==> src/rtl/hsl2rgb_pkg.sv <==
// shared types and fixed-point constants for the hsl to rgb converter
`timescale 1ns / 1ps
`default_nettype none

package hsl2rgb_pkg;

  // unsigned q16 levels, 65536 is one
  localparam int unsigned LevelW = 17;
  localparam int unsigned HueW = 16;
  localparam int unsigned CfgIdxW = 2;

  localparam logic [LevelW-1:0] QOne = 17'd65536;
  localparam logic [LevelW-1:0] QHalf = 17'd32768;
  localparam logic [HueW-1:0] QThird = 16'd21845;
  localparam logic [HueW-1:0] QMinusThird = 16'd43691;
  localparam logic [HueW-1:0] QSixth = 16'd10923;
  localparam logic [HueW-1:0] QHalfTurn = 16'd32768;
  localparam logic [HueW-1:0] QTwoThirds = 16'd43690;
  localparam logic [7:0] ByteMax = 8'd255;

  typedef enum logic [CfgIdxW-1:0] {
    CFG_SATURATION = 2'd0,
    CFG_LIGHTNESS  = 2'd1
  } cfg_reg_e;

  typedef enum logic [1:0] {
    SEG_RISE,
    SEG_HIGH,
    SEG_FALL,
    SEG_LOW
  } seg_e;

  // load enables of the first two stages
  typedef struct packed {
    logic en1;
    logic en2;
  } lvl_ctrl_t;

  // load enables of the three channel stages
  typedef struct packed {
    logic en3;
    logic en4;
    logic en5;
  } chan_ctrl_t;

endpackage

`default_nettype wire

==> src/rtl/hsl2rgb_level.sv <==
// stages one and two: q and p from the registers, and the three shifted hues
`timescale 1ns / 1ps
`default_nettype none

module hsl2rgb_level
  import hsl2rgb_pkg::*;
(
  input  wire logic                   clk_i,
  input  wire lvl_ctrl_t              ctrl_i,
  input  wire logic [LevelW-1:0]      sat_i,
  input  wire logic [LevelW-1:0]      light_i,
  input  wire logic [HueW-1:0]        hue_i,
  output logic      [LevelW-1:0]      q_o,
  output logic      [LevelW-1:0]      p_o,
  output logic      [LevelW-1:0]      d_o,
  output logic      [2:0][HueW-1:0]   t_o
);

  logic              lo;
  logic [17:0]       mult;
  logic [34:0]       prod;
  logic [17:0]       pq_q;
  logic [HueW-1:0]   h1_q;

  logic [18:0]       qa;
  logic [LevelW-1:0] qb;
  logic [LevelW-1:0] qc;
  logic [18:0]       pa;
  logic [LevelW-1:0] pc;
  logic [2:0][HueW-1:0] t_d;

  logic [LevelW-1:0]    q_q;
  logic [LevelW-1:0]    p_q;
  logic [LevelW-1:0]    d_q;
  logic [2:0][HueW-1:0] t_q;

  assign lo   = light_i < QHalf;
  assign mult = lo ? ({1'b0, sat_i} + {1'b0, QOne}) : {1'b0, sat_i};
  assign prod = {18'd0, light_i} * {17'd0, mult};

  always_ff @(posedge clk_i) begin
    if (ctrl_i.en1) begin
      pq_q <= prod[33:16];
      h1_q <= hue_i;
    end
  end

  always_comb begin
    qa = lo ? {1'b0, pq_q}
            : ({2'b0, light_i} + {2'b0, sat_i} - {1'b0, pq_q});
    qb = (qa > {2'b0, QOne}) ? QOne : qa[LevelW-1:0];
    qc = (qb < light_i) ? light_i : qb;
    pa = {1'b0, light_i, 1'b0} - {2'b0, qc};
    // a negative or oversize p falls back to q
    pc = (pa[18] || (pa > {2'b0, qc})) ? qc : pa[LevelW-1:0];
    t_d[0] = h1_q + QThird;
    t_d[1] = h1_q;
    t_d[2] = h1_q + QMinusThird;
  end

  always_ff @(posedge clk_i) begin
    if (ctrl_i.en2) begin
      q_q <= qc;
      p_q <= pc;
      d_q <= qc - pc;
      t_q <= t_d;
    end
  end

  assign q_o = q_q;
  assign p_o = p_q;
  assign d_o = d_q;
  assign t_o = t_q;

endmodule

`default_nettype wire

==> src/rtl/hsl2rgb_channel.sv <==
// stages three to five of one color channel: segment, slope product, byte scale
`timescale 1ns / 1ps
`default_nettype none

module hsl2rgb_channel
  import hsl2rgb_pkg::*;
(
  input  wire logic              clk_i,
  input  wire chan_ctrl_t        ctrl_i,
  input  wire logic [HueW-1:0]   t_i,
  input  wire logic [LevelW-1:0] q_i,
  input  wire logic [LevelW-1:0] p_i,
  input  wire logic [LevelW-1:0] d_i,
  output logic      [7:0]        byte_o
);

  seg_e              seg_d;
  logic [HueW-1:0]   x;
  logic [17:0]       m_wide;

  seg_e              seg3_q;
  logic [15:0]       m3_q;
  logic [LevelW-1:0] q3_q;
  logic [LevelW-1:0] p3_q;
  logic [LevelW-1:0] d3_q;

  logic [32:0]       prod;
  seg_e              seg4_q;
  logic [LevelW-1:0] inc4_q;
  logic [LevelW-1:0] q4_q;
  logic [LevelW-1:0] p4_q;

  logic [17:0]       level;
  logic [25:0]       scaled;
  logic [9:0]        byte_raw;
  logic [7:0]        byte_q;

  always_comb begin
    priority if (t_i < QSixth) begin
      seg_d = SEG_RISE;
    end else if (t_i < QHalfTurn) begin
      seg_d = SEG_HIGH;
    end else if (t_i < QTwoThirds) begin
      seg_d = SEG_FALL;
    end else begin
      seg_d = SEG_LOW;
    end
    unique case (seg_d)
      SEG_RISE: x = t_i;
      SEG_FALL: x = QTwoThirds - t_i;
      default:  x = '0;
    endcase
    // times six as two shifts
    m_wide = {x, 2'b0} + {1'b0, x, 1'b0};
  end

  always_ff @(posedge clk_i) begin
    if (ctrl_i.en3) begin
      seg3_q <= seg_d;
      m3_q   <= m_wide[15:0];
      q3_q   <= q_i;
      p3_q   <= p_i;
      d3_q   <= d_i;
    end
  end

  assign prod = d3_q * {1'b0, m3_q};

  always_ff @(posedge clk_i) begin
    if (ctrl_i.en4) begin
      seg4_q <= seg3_q;
      inc4_q <= prod[32:16];
      q4_q   <= q3_q;
      p4_q   <= p3_q;
    end
  end

  always_comb begin
    unique case (seg4_q)
      SEG_RISE, SEG_FALL: level = {1'b0, p4_q} + {1'b0, inc4_q};
      SEG_HIGH:           level = {1'b0, q4_q};
      default:            level = {1'b0, p4_q};
    endcase
    // level times 255 as a shift and subtract
    scaled   = {level, 8'b0} - {8'b0, level};
    byte_raw = scaled[25:16];
  end

  always_ff @(posedge clk_i) begin
    if (ctrl_i.en5) begin
      byte_q <= (byte_raw > {2'b0, ByteMax}) ? ByteMax : byte_raw[7:0];
    end
  end

  assign byte_o = byte_q;

endmodule

`default_nettype wire

==> src/rtl/hsl_to_rgb_converter_core.sv <==
// Top level of the hsl to rgb converter: hue stream in, 8-bit rgb stream out.
// Input channel: in_valid_i / in_stall_o with hue_i, a fraction of a full turn
// over 2^HUE_BITS. Output channel: out_valid_o / out_stall_i with red_o, green_o,
// blue_o. A transfer happens on a rising edge with valid high and stall low.
// Saturation (index 0) and lightness (index 1) are q16 registers written over
// cfg_valid_i / cfg_ready_o; cfg_ready_o is always high, values above one are
// held at one and other indices are dropped. Write them only while no item is
// in flight.
// out_valid_o rises when an accepted item reaches the last register stage, and one
// item per cycle is taken while in_stall_o is low. The five register stages are:
// q and p product, q/p clamp and hue shifts, channel segment, slope multiply,
// byte scaling into the output register.
// Each stage loads when it is empty or the next one loads, so bubbles close up.
// When the receiver stalls, the output holds and the stages fill behind it;
// in_stall_o rises only once all five stages hold an item.
// Reset empties the pipeline and sets saturation to one and lightness to half.
`timescale 1ns / 1ps
`default_nettype none

module hsl_to_rgb_converter_core
  import hsl2rgb_pkg::*;
#(
  parameter int unsigned HUE_BITS = 16
) (
  input  wire logic                clk_i,
  input  wire logic                rst_ni,
  input  wire logic                in_valid_i,
  output logic                     in_stall_o,
  input  wire logic [HUE_BITS-1:0] hue_i,
  output logic                     out_valid_o,
  input  wire logic                out_stall_i,
  output logic      [7:0]          red_o,
  output logic      [7:0]          green_o,
  output logic      [7:0]          blue_o,
  input  wire logic                cfg_valid_i,
  output logic                     cfg_ready_o,
  input  wire logic [CfgIdxW-1:0]  cfg_index_i,
  input  wire logic [LevelW-1:0]   cfg_data_i
);

  localparam int unsigned Stages = 5;

  logic [LevelW-1:0]    sat_q;
  logic [LevelW-1:0]    light_q;
  logic [LevelW-1:0]    cfg_clamped;
  logic [HueW-1:0]      hue16;
  logic [Stages-1:0]    v_q;
  logic [Stages-1:0]    v_d;
  logic [Stages-1:0]    en;
  lvl_ctrl_t            lvl_ctrl;
  chan_ctrl_t           chan_ctrl;
  logic [LevelW-1:0]    q;
  logic [LevelW-1:0]    p;
  logic [LevelW-1:0]    d;
  logic [2:0][HueW-1:0] t;
  logic                 in_xfer;

  // configuration registers
  assign cfg_ready_o = 1'b1;
  assign cfg_clamped = (cfg_data_i > QOne) ? QOne : cfg_data_i;

  always_ff @(posedge clk_i or negedge rst_ni) begin
    if (!rst_ni) begin
      sat_q   <= QOne;
      light_q <= QHalf;
    end else if (cfg_valid_i && cfg_ready_o) begin
      unique case (cfg_index_i)
        CFG_SATURATION: sat_q   <= cfg_clamped;
        CFG_LIGHTNESS:  light_q <= cfg_clamped;
        default: ;
      endcase
    end
  end

  // hue brought to a q16 fraction of a turn
  if (HUE_BITS >= HueW) begin : g_hue_trunc
    assign hue16 = hue_i[HUE_BITS-1 -: HueW];
  end else begin : g_hue_pad
    assign hue16 = {hue_i, {(HueW-HUE_BITS){1'b0}}};
  end

  // per-stage load enables, last stage first
  always_comb begin
    en[Stages-1] = !v_q[Stages-1] || !out_stall_i;
    for (int k = Stages - 2; k >= 0; k--) begin
      en[k] = !v_q[k] || en[k+1];
    end
  end

  assign in_stall_o = !en[0];
  assign in_xfer    = in_valid_i && !in_stall_o;

  always_comb begin
    v_d = v_q;
    if (en[0]) begin
      v_d[0] = in_valid_i;
    end
    for (int k = 1; k < Stages; k++) begin
      if (en[k]) begin
        v_d[k] = v_q[k-1];
      end
    end
  end

  always_ff @(posedge clk_i or negedge rst_ni) begin
    if (!rst_ni) begin
      v_q <= '0;
    end else begin
      v_q <= v_d;
    end
  end

  assign lvl_ctrl.en1  = en[0];
  assign lvl_ctrl.en2  = en[1];
  assign chan_ctrl.en3 = en[2];
  assign chan_ctrl.en4 = en[3];
  assign chan_ctrl.en5 = en[4];

  hsl2rgb_level u_level (
    .clk_i   (clk_i),
    .ctrl_i  (lvl_ctrl),
    .sat_i   (sat_q),
    .light_i (light_q),
    .hue_i   (hue16),
    .q_o     (q),
    .p_o     (p),
    .d_o     (d),
    .t_o     (t)
  );

  hsl2rgb_channel u_red (
    .clk_i  (clk_i),
    .ctrl_i (chan_ctrl),
    .t_i    (t[0]),
    .q_i    (q),
    .p_i    (p),
    .d_i    (d),
    .byte_o (red_o)
  );

  hsl2rgb_channel u_green (
    .clk_i  (clk_i),
    .ctrl_i (chan_ctrl),
    .t_i    (t[1]),
    .q_i    (q),
    .p_i    (p),
    .d_i    (d),
    .byte_o (green_o)
  );

  hsl2rgb_channel u_blue (
    .clk_i  (clk_i),
    .ctrl_i (chan_ctrl),
    .t_i    (t[2]),
    .q_i    (q),
    .p_i    (p),
    .d_i    (d),
    .byte_o (blue_o)
  );

  assign out_valid_o = v_q[Stages-1];

  // input stalls only with a full pipeline behind a stalled output
  a_stall_only_full: assert property (@(posedge clk_i) disable iff (!rst_ni)
    in_stall_o |-> (&v_q) && out_stall_i)
    else $error("input stalled while a stage was free");

  a_accept_loads: assert property (@(posedge clk_i) disable iff (!rst_ni)
    in_xfer |=> v_q[0])
    else $error("accepted transfer did not reach stage one");

  a_out_moves: assert property (@(posedge clk_i) disable iff (!rst_ni)
    (v_q[Stages-2] && !out_stall_i) |=> out_valid_o)
    else $error("item in stage four not passed to output");

  a_cfg_clamped: assert property (@(posedge clk_i) disable iff (!rst_ni)
    (sat_q <= QOne) && (light_q <= QOne))
    else $error("configuration register above one");

endmodule

`default_nettype wire

==> config.mk <==
export PLATFORM = sky130hd
export DESIGN_NAME = hsl_to_rgb_converter_core
export DESIGN_NICKNAME = d
export VERILOG_FILES = /design/src/rtl/hsl2rgb_pkg.sv /design/src/rtl/hsl2rgb_level.sv /design/src/rtl/hsl2rgb_channel.sv /design/src/rtl/hsl_to_rgb_converter_core.sv
export SDC_FILE = /design/constraint.sdc
export NUM_CORES = 2
export LEC_CHECK = 0
export BUFFER_PORTS_ARGS = -buffer_cell sky130_fd_sc_hd__buf_2
export CORE_ASPECT_RATIO = 0.7
export CORE_UTILIZATION = 55
export DETAILED_ROUTE_END_ITERATION = 10
export HOLD_SLACK_MARGIN = 0.1
export PLACE_DENSITY = 0.71
export SYNTH_ARGS = -nofsm -noshare
export SYNTH_HDL_FRONTEND = slang
export SYNTH_SLANG_ARGS = --single-unit
==> constraint.sdc <==
create_clock -name clk_i -period 17.3 [get_ports clk_i]
set_input_delay 2.595 -clock clk_i [delete_from_list [all_inputs] [get_ports clk_i]]
set_output_delay 2.595 -clock clk_i [all_outputs]
set_load 0.01 [all_outputs]
## Yosys cells after proc, flatten, opt, wreduce, memory -nomap -nowiden

Index checks and enable logic that the tools add are counted.

| word-level totals | value |
|---|---|
| word-level logic and storage cells | 131 |
| input port bits | 40 |
| output and inout bits | 27 |
| register bits | 392 |

| cells by class | value |
|---|---|
| $lt $le $gt $ge | 17 |
| mux-type cells | 21 |
| $add $sub $neg | 19 |
| reduce and logical (&&, ||, !) cells | 25 |
| multipliers | 4 |
| eq/ne operators | 10 |

Operators with widths:

| kind | count |
|---|---|
| case mux 18 bit (2 select lines) | 3 |
| multiplier 17 x 16 -> 33 bit | 3 |
| < comparator 16 bit (second input constant) | 6 |
| case mux 15 bit (2 select lines) | 3 |
| subtractor 26 x 18 -> 26 bit | 3 |
| adder 17 x 17 -> 18 bit | 4 |
| two-way mux 17 bit | 4 |
| adder 16 bit | 3 |
| < comparator 16 x 14 -> 1 bit (second input constant) | 3 |
| subtractor 14 x 15 -> 15 bit (first input constant) | 3 |
| multiplier 17 x 18 -> 34 bit | 1 |
| > comparator 10 x 8 -> 1 bit (second input constant) | 3 |
| > comparator 19 x 17 -> 1 bit | 1 |
| > comparator 19 x 17 -> 1 bit (second input constant) | 1 |
| two-way mux 19 bit | 1 |
| subtractor 18 x 17 -> 19 bit | 1 |
| subtractor 19 x 18 -> 19 bit | 1 |
| adder 17 x 17 -> 18 bit (second input constant) | 1 |
| two-way mux 18 bit | 1 |
| > comparator 17 bit (second input constant) | 1 |
| < comparator 17 x 16 -> 1 bit (second input constant) | 1 |
| < comparator 17 bit | 1 |
| subtractor 17 bit | 1 |
| adder 16 x 15 -> 16 bit (second input constant) | 1 |
| 10 further kinds | 45 |

## Depth between registers and ports, before layout

| logic depth | value |
|---|---|
| word-level depth | 12 |
| gate-level depth with buffers | 71 |
| gate-level depth less buffers | 64 |

## Hierarchy

Synthesis repeated with hierarchy kept, for this count alone.

| unflattened totals | value |
|---|---|
| cell total of the unflattened synthesis | 6370 |
| area, all modules | 64473.1 um2 |

Modules (own cells, without submodules):

| module | area an instance (um2) | times used | cells each |
|---|---|---|---|
| hsl2rgb_level | 18527.8 | 1 | 1999 |
| hsl2rgb_channel at u_green | 14925.6 | 1 | 1425 |
| hsl2rgb_channel at u_blue | 14751.6 | 1 | 1417 |
| hsl2rgb_channel at u_red | 14554.0 | 1 | 1390 |
| hsl_to_rgb_converter_core | 1714.1 | 1 | 139 |

## Least setup slack after synthesis

OpenSTA, ideal clock, no wires.

| path | value |
|---|---|
| path type | flip-flop to flip-flop |
| start | reg sat_q[1] |
| end | reg u_level.d_q[16], in the netlist u_level.d_o[16], data pin |
| path buffers | 10 |
| arrival | 12.470 ns |
| slack | 4.569 ns |
| stages on the path, launching flop included | 72 |
| cell sequence | dfrtp_1 -> clkbuf_1 -> clkinv_1 -> fa_1 -> inv_1 -> a21oi_1 -> o21ai_0 -> a21oi_1 -> o21ai_0 -> a21oi_1 -> o21ai_0 -> a21oi_1 -> o21ai_0 -> a21oi_1 -> o21ai_0 -> a21oi_1 -> o21ai_0 -> xor2_1 -> [... 36 more ...] -> nor2b_1 -> o21ai_0 -> nand2b_1 -> a21o_1 -> inv_1 -> o2111ai_1 -> nor4_1 -> o2111a_1 -> nor2_1 -> buf_4 -> clkbuf_1 -> a21oi_1 -> inv_1 -> ha_1 -> o31a_1 -> a2111oi_2 -> nor3_1 -> xnor2_1 |

| on the way | value |
|---|---|
| cells in the longest elaborated chain, start to end | 12 |

RTL lines:

| element | line | text |
|---|---|---|
| start: declaration | hsl_to_rgb_converter_core.sv:43 | `logic [LevelW-1:0] sat_q;` |
| start signal: assignment | hsl_to_rgb_converter_core.sv:64 | `sat_q <= QOne;` |
| start signal: assignment | hsl_to_rgb_converter_core.sv:68 | `CFG_SATURATION: sat_q <= cfg_clamped;` |
| adder 17 x 17 -> 18 bit (*) | hsl2rgb_level.sv:50 | `: ({2'b0, light_i} + {2'b0, sat_i} - {1'b0, pq_q});` |
| subtractor 19 x 18 -> 19 bit (*) | hsl2rgb_level.sv:50 |  |
| two-way mux 19 bit (*) | hsl2rgb_level.sv:49 | `qa = lo ? {1'b0, pq_q}` |
| > comparator 19 x 17 -> 1 bit | hsl2rgb_level.sv:51 | `qb = (qa > {2'b0, QOne}) ? QOne : qa[LevelW-1:0];` |
| two-way mux 17 bit (*) | hsl2rgb_level.sv:51 |  |
| < comparator 17 bit | hsl2rgb_level.sv:52 | `qc = (qb < light_i) ? light_i : qb;` |
| two-way mux 17 bit (*) | hsl2rgb_level.sv:52 |  |
| subtractor 18 x 17 -> 19 bit (*) | hsl2rgb_level.sv:53 | `pa = {1'b0, light_i, 1'b0} - {2'b0, qc};` |
| via u_level.pa[0] | hsl2rgb_level.sv:28 | `logic [18:0] pa;` |
| > comparator 19 x 17 -> 1 bit (*) | hsl2rgb_level.sv:55 | `pc = (pa[18] \|\| (pa > {2'b0, qc})) ? qc : pa[LevelW-1:0];` |
| logical OR 1 bit (*) | hsl2rgb_level.sv:55 |  |
| two-way mux 17 bit (*) | hsl2rgb_level.sv:55 |  |
| via u_level.pc[13] | hsl2rgb_level.sv:29 | `logic [LevelW-1:0] pc;` |
| subtractor 17 bit (*) | hsl2rgb_level.sv:65 | `d_q <= qc - pc;` |
| end signal: assignment | hsl2rgb_level.sv:65 |  |
| end: declaration | hsl2rgb_level.sv:34 | `logic [LevelW-1:0] d_q;` |

The timed path passes the listed nets; every way through them passes the cells marked *.
A chain may end at the register's enable or synchronous reset.

## Final worst setup path

| path | value |
|---|---|
| start | reg sat_q[1] |
| end | reg u_level.d_q[16], in the netlist u_level.d_o[16], data pin |

| on the way | value |
|---|---|
| cells in the longest elaborated chain, start to end | 12 |

RTL lines:

| element | line |
|---|---|
| adder 17 x 17 -> 18 bit (*) | hsl2rgb_level.sv:50 |
| subtractor 19 x 18 -> 19 bit (*) | hsl2rgb_level.sv:50 |
| two-way mux 19 bit (*) | hsl2rgb_level.sv:49 |
| > comparator 19 x 17 -> 1 bit | hsl2rgb_level.sv:51 |
| two-way mux 17 bit (*) | hsl2rgb_level.sv:51 |
| < comparator 17 bit | hsl2rgb_level.sv:52 |
| two-way mux 17 bit (*) | hsl2rgb_level.sv:52 |
| subtractor 18 x 17 -> 19 bit | hsl2rgb_level.sv:53 |
| > comparator 19 x 17 -> 1 bit | hsl2rgb_level.sv:55 |
| logical OR 1 bit | hsl2rgb_level.sv:55 |
| two-way mux 17 bit (*) | hsl2rgb_level.sv:55 |
| via u_level.pc[13] | hsl2rgb_level.sv:29 |
| subtractor 17 bit (*) | hsl2rgb_level.sv:65 |

Marked as above.

==> summary.md <==
| Metric | Value |
|---|---|
| Final Hold Viols | 0 |
| Die extent in x | 384 um |
| Tcrit/Tclk final | 84.6% |
| Setup TNS Final | 0 ns |
| DIE HEIGHT | 270 um |
| Vias per cell | 5.53 |
| Layout Area Growth over Synthesis | 5.19% |
| Nets | 7378 |
| Total wire length | 144 mm |
| Slew at the pin closest to its max-slew limit | 1.13 ns |
| Cell taking the most area after synthesis | fa_1 |
| Warnings, synthesis | 0 |
| CP endpoint | u_level.d_o[16]$_DFFE_PP_ |
| Clock Sinks | 383 |
| R2R Setup Slk | 2.66 ns |
| Initial antenna violation count | 11 |
| Crit path capture type | flop |
| Post-route cell area | 59200 um^2 |
| Seq/Total Area, Yosys | 20.1% |
| Critical Path Source | sat_q[1]$_DFFE_PN0P_ |
| Reg2reg start | sat_q[1]$_DFFE_PN0P_ |
| Hold bufs inserted after CTS | 0 |
| Main synth FF type | edfxtp_1 |
| Max frequency | 68.3 MHz |
| Cell Rows | 97 |
| Vias in the first global route | 40.9k |
| Startpoint Class | flop |
| Post-DRT Antenna Nets | 0 |
| Worst R2R End | u_level.d_o[16]$_DFFE_PP_ |
| Unique masters post-synth | 98 |
| CP Max Fanout | 38 |
| Clk_skew | 0.0199 ns |
| Endpoints failing setup | 0 |
| Clk buf depth | 3 |
| Crit path DAT | 15.00 ns |
| Worst-skew pair later-pin latency | 0.61 ns |
| Synth cell count leaders | inv_1, nand2_1, fa_1, ha_1, edfxtp_1 |
| CTS tree | built |
| Port buffer count | 65 |
| EDFF count, synth | 344 |
| Asr flop ratio synth | 10.2% |
| Via count | 40.3k |
| Setup Buffers After CTS | 0 |
| Root Buffer | clkbuf_16 |
| H-tree levels | 2 |
| Share of the synthesized area in the top cell type | 28.7% |
| Slowest stage delay, CP | 0.58 ns |
| DR DRC count | 0 |
| Seq cells post-synth | 383 |
| Post-CTS sizing | 0 |
| Num ports | 67 |
| Initial Util | 55.9% |
| Slowest CP cell | dfrtp_1 |
| Worst rel slew slack | 24.7% |
| Top-count cell post-synth | inv_1 |
| Worst EP required | 17.66 ns |
| Core Footprint | 101000 um^2 |
| GRT Overall Usage | 28.5% |
| Largest cells by area after synthesis | fa_1, edfxtp_1, ha_1 |
| Min Clock Period, post-route | 14.64 ns |
| Post-synthesis cell count | 5986 |
| Post-Synthesis Cell Area | 56300 um^2 |
| Global-route wire length before repair | 229 mm |
| Wirelength per Cell | 19.8 um |
| Post-DP HPWL | 114 mm |
| Kind of critical path | reg -> reg |
| R2R cell count | 64 |
| Total CTS buffers | 41 |
| Status | finished, final reports clean |
| Slew Limit Fails | 0 |
| Die ar. | 104000 um^2 |
| Max_cap viols | 0 |
| Clock-pin transition on the worst setup and hold timing paths | 0.07 ns |
| Placed cell area | 57800 um^2 |
| DRT iter0 DRCs | 3413 |
| Remaining global-route overflow | 0 |
| CP dominant cell by count | a21oi_1 |
| Layout cells sized above 1 | 4.07% |
| Largest net degree at the start of global routing | 91 |
| RSZ-0062 raised after global routing | false |
| Synth Area per Inst | 9.40 um^2 |
| Placer congestion estimate | 0.944 |
| Worst min-delay path category | reg -> reg |
| Drt first pass iters | 5 |
cell type report:
| type | count | area (um^2) |
|---|---|---|
| Clock inverter | 33 | 324 |
| Sequential cell | 383 | 11300 |
| Multi-Input combinational cell | 4262 | 39900 |
| Fill cell | 8614 | 41500 |
| Antenna cell | 2 | 5.00 |
| Timing Repair Buffer | 125 | 776 |
| Inverter | 1102 | 4140 |
| Clock buffer | 43 | 1050 |
| Tap cell | 1336 | 1670 |
sequential cells by signal, summed over array words and instances, names as in the netlist, 17 cells and up:
name / flops
u_red.p4_q: 17
u_green.inc4_q: 17
u_blue.inc4_q: 17
u_level.pq_q: 18
u_level.p_o: 17
u_red.inc4_q: 17
u_red.p3_q: 17
sat_q: 17
light_q: 17
u_level.t_o: 47
metrics by stage:
stage | instances | hold WS (ns) | worst slack [ns] | util (%)
after detailed placement | 7208 | 0.405 | 2.82 | 57.4
after CTS | 7284 | 0.419 | 2.76 | 58.8
after global routing | 7284 | 0.424 | 1.38 | 58.8
after global placement | 7208 | 0.402 | 3.09 | 57.4
final | 7286 | 0.417 | 2.66 | 58.8
after floorplan | 6009 | 0.400 | 4.57 | -
layout by cell type, fill, tap and decap left out, types with 41 or more instances in the layout:
cell type | Yosys | routed
a21o_1 | 87 | 87
a21oi_1 | 211 | 211
and2_1 | 341 | 341
buf_2 | 14 | 65
buf_4 | 3 | 60
clkbuf_16 | 0 | 42
edfxtp_1 | 344 | 344
fa_1 | 808 | 808
ha_1 | 615 | 615
inv_1 | 1098 | 1097
mux2i_1 | 61 | 61
nand2_1 | 863 | 862
nand3_1 | 42 | 41
nor2_1 | 252 | 251
nor3_1 | 58 | 58
o21a_1 | 72 | 72
o21ai_0 | 161 | 161
o21bai_1 | 77 | 77
xnor2_1 | 218 | 218
xor2_1 | 53 | 53
layer usage:
layer  GRT usage [%]  share of wire (%)
met5           0.417              0.064
met4            5.46                1.8
met3            8.75                 11
met2            40.2                 41
met1            43.0                 46
critical path: cells and delay by family, from the launching register on:
family / cells / cell delay [ns]
muxes: 1 / 0.47
xor gates and xnor gates: 5 / 0.83
DFF: 1 / 0.58
and+or+nand+nor: 12 / 2.36
adders and majority gates: 6 / 2.04
AOI/OAI and AO/OA: 32 / 6.58
buffers and inverters: 8 / 1.47
kinds of logic (layout without fill, tap and decap cells):
| logic type | Yosys count | in the layout | synth area share, % |
|---|---|---|---|
| mux | 71 | 71 | 1.33 |
| xor+xnor | 272 | 272 | 4.25 |
| other cells | 2 | 27 | 0.0133 |
| simple gates | 1707 | 1707 | 13.9 |
| buf+inv | 1364 | 1303 | 9.16 |
| flops | 383 | 383 | 20.1 |
| fa+ha+maj | 1427 | 1427 | 42.5 |
| compound gates | 760 | 760 | 8.77 |
how the worst min path moves through the flow:
stage / startpoint / endpoint / slack (ns) / depth (start not counted)
floorplan: u_blue.seg3_q[0]$_DFFE_PP_ / u_blue.seg4_q[0]$_DFFE_PP_ / 0.40 / 0
global placement: u_level.p_o[10]$_DFFE_PP_ / u_red.p3_q[10]$_DFFE_PP_ / 0.40 / 0
detailed placement: u_level.p_o[10]$_DFFE_PP_ / u_red.p3_q[10]$_DFFE_PP_ / 0.40 / 0
CTS: u_red.p3_q[14]$_DFFE_PP_ / u_red.p4_q[14]$_DFFE_PP_ / 0.42 / 0
global route: u_level.q_o[6]$_DFFE_PP_ / u_red.q3_q[6]$_DFFE_PP_ / 0.42 / 0
finish: u_red.p3_q[9]$_DFFE_PP_ / u_red.p4_q[9]$_DFFE_PP_ / 0.42 / 0
Power is left out: the tool's default activity adds up to more than one toggle a clock period on the data nets, which glitch-free logic cannot reach.
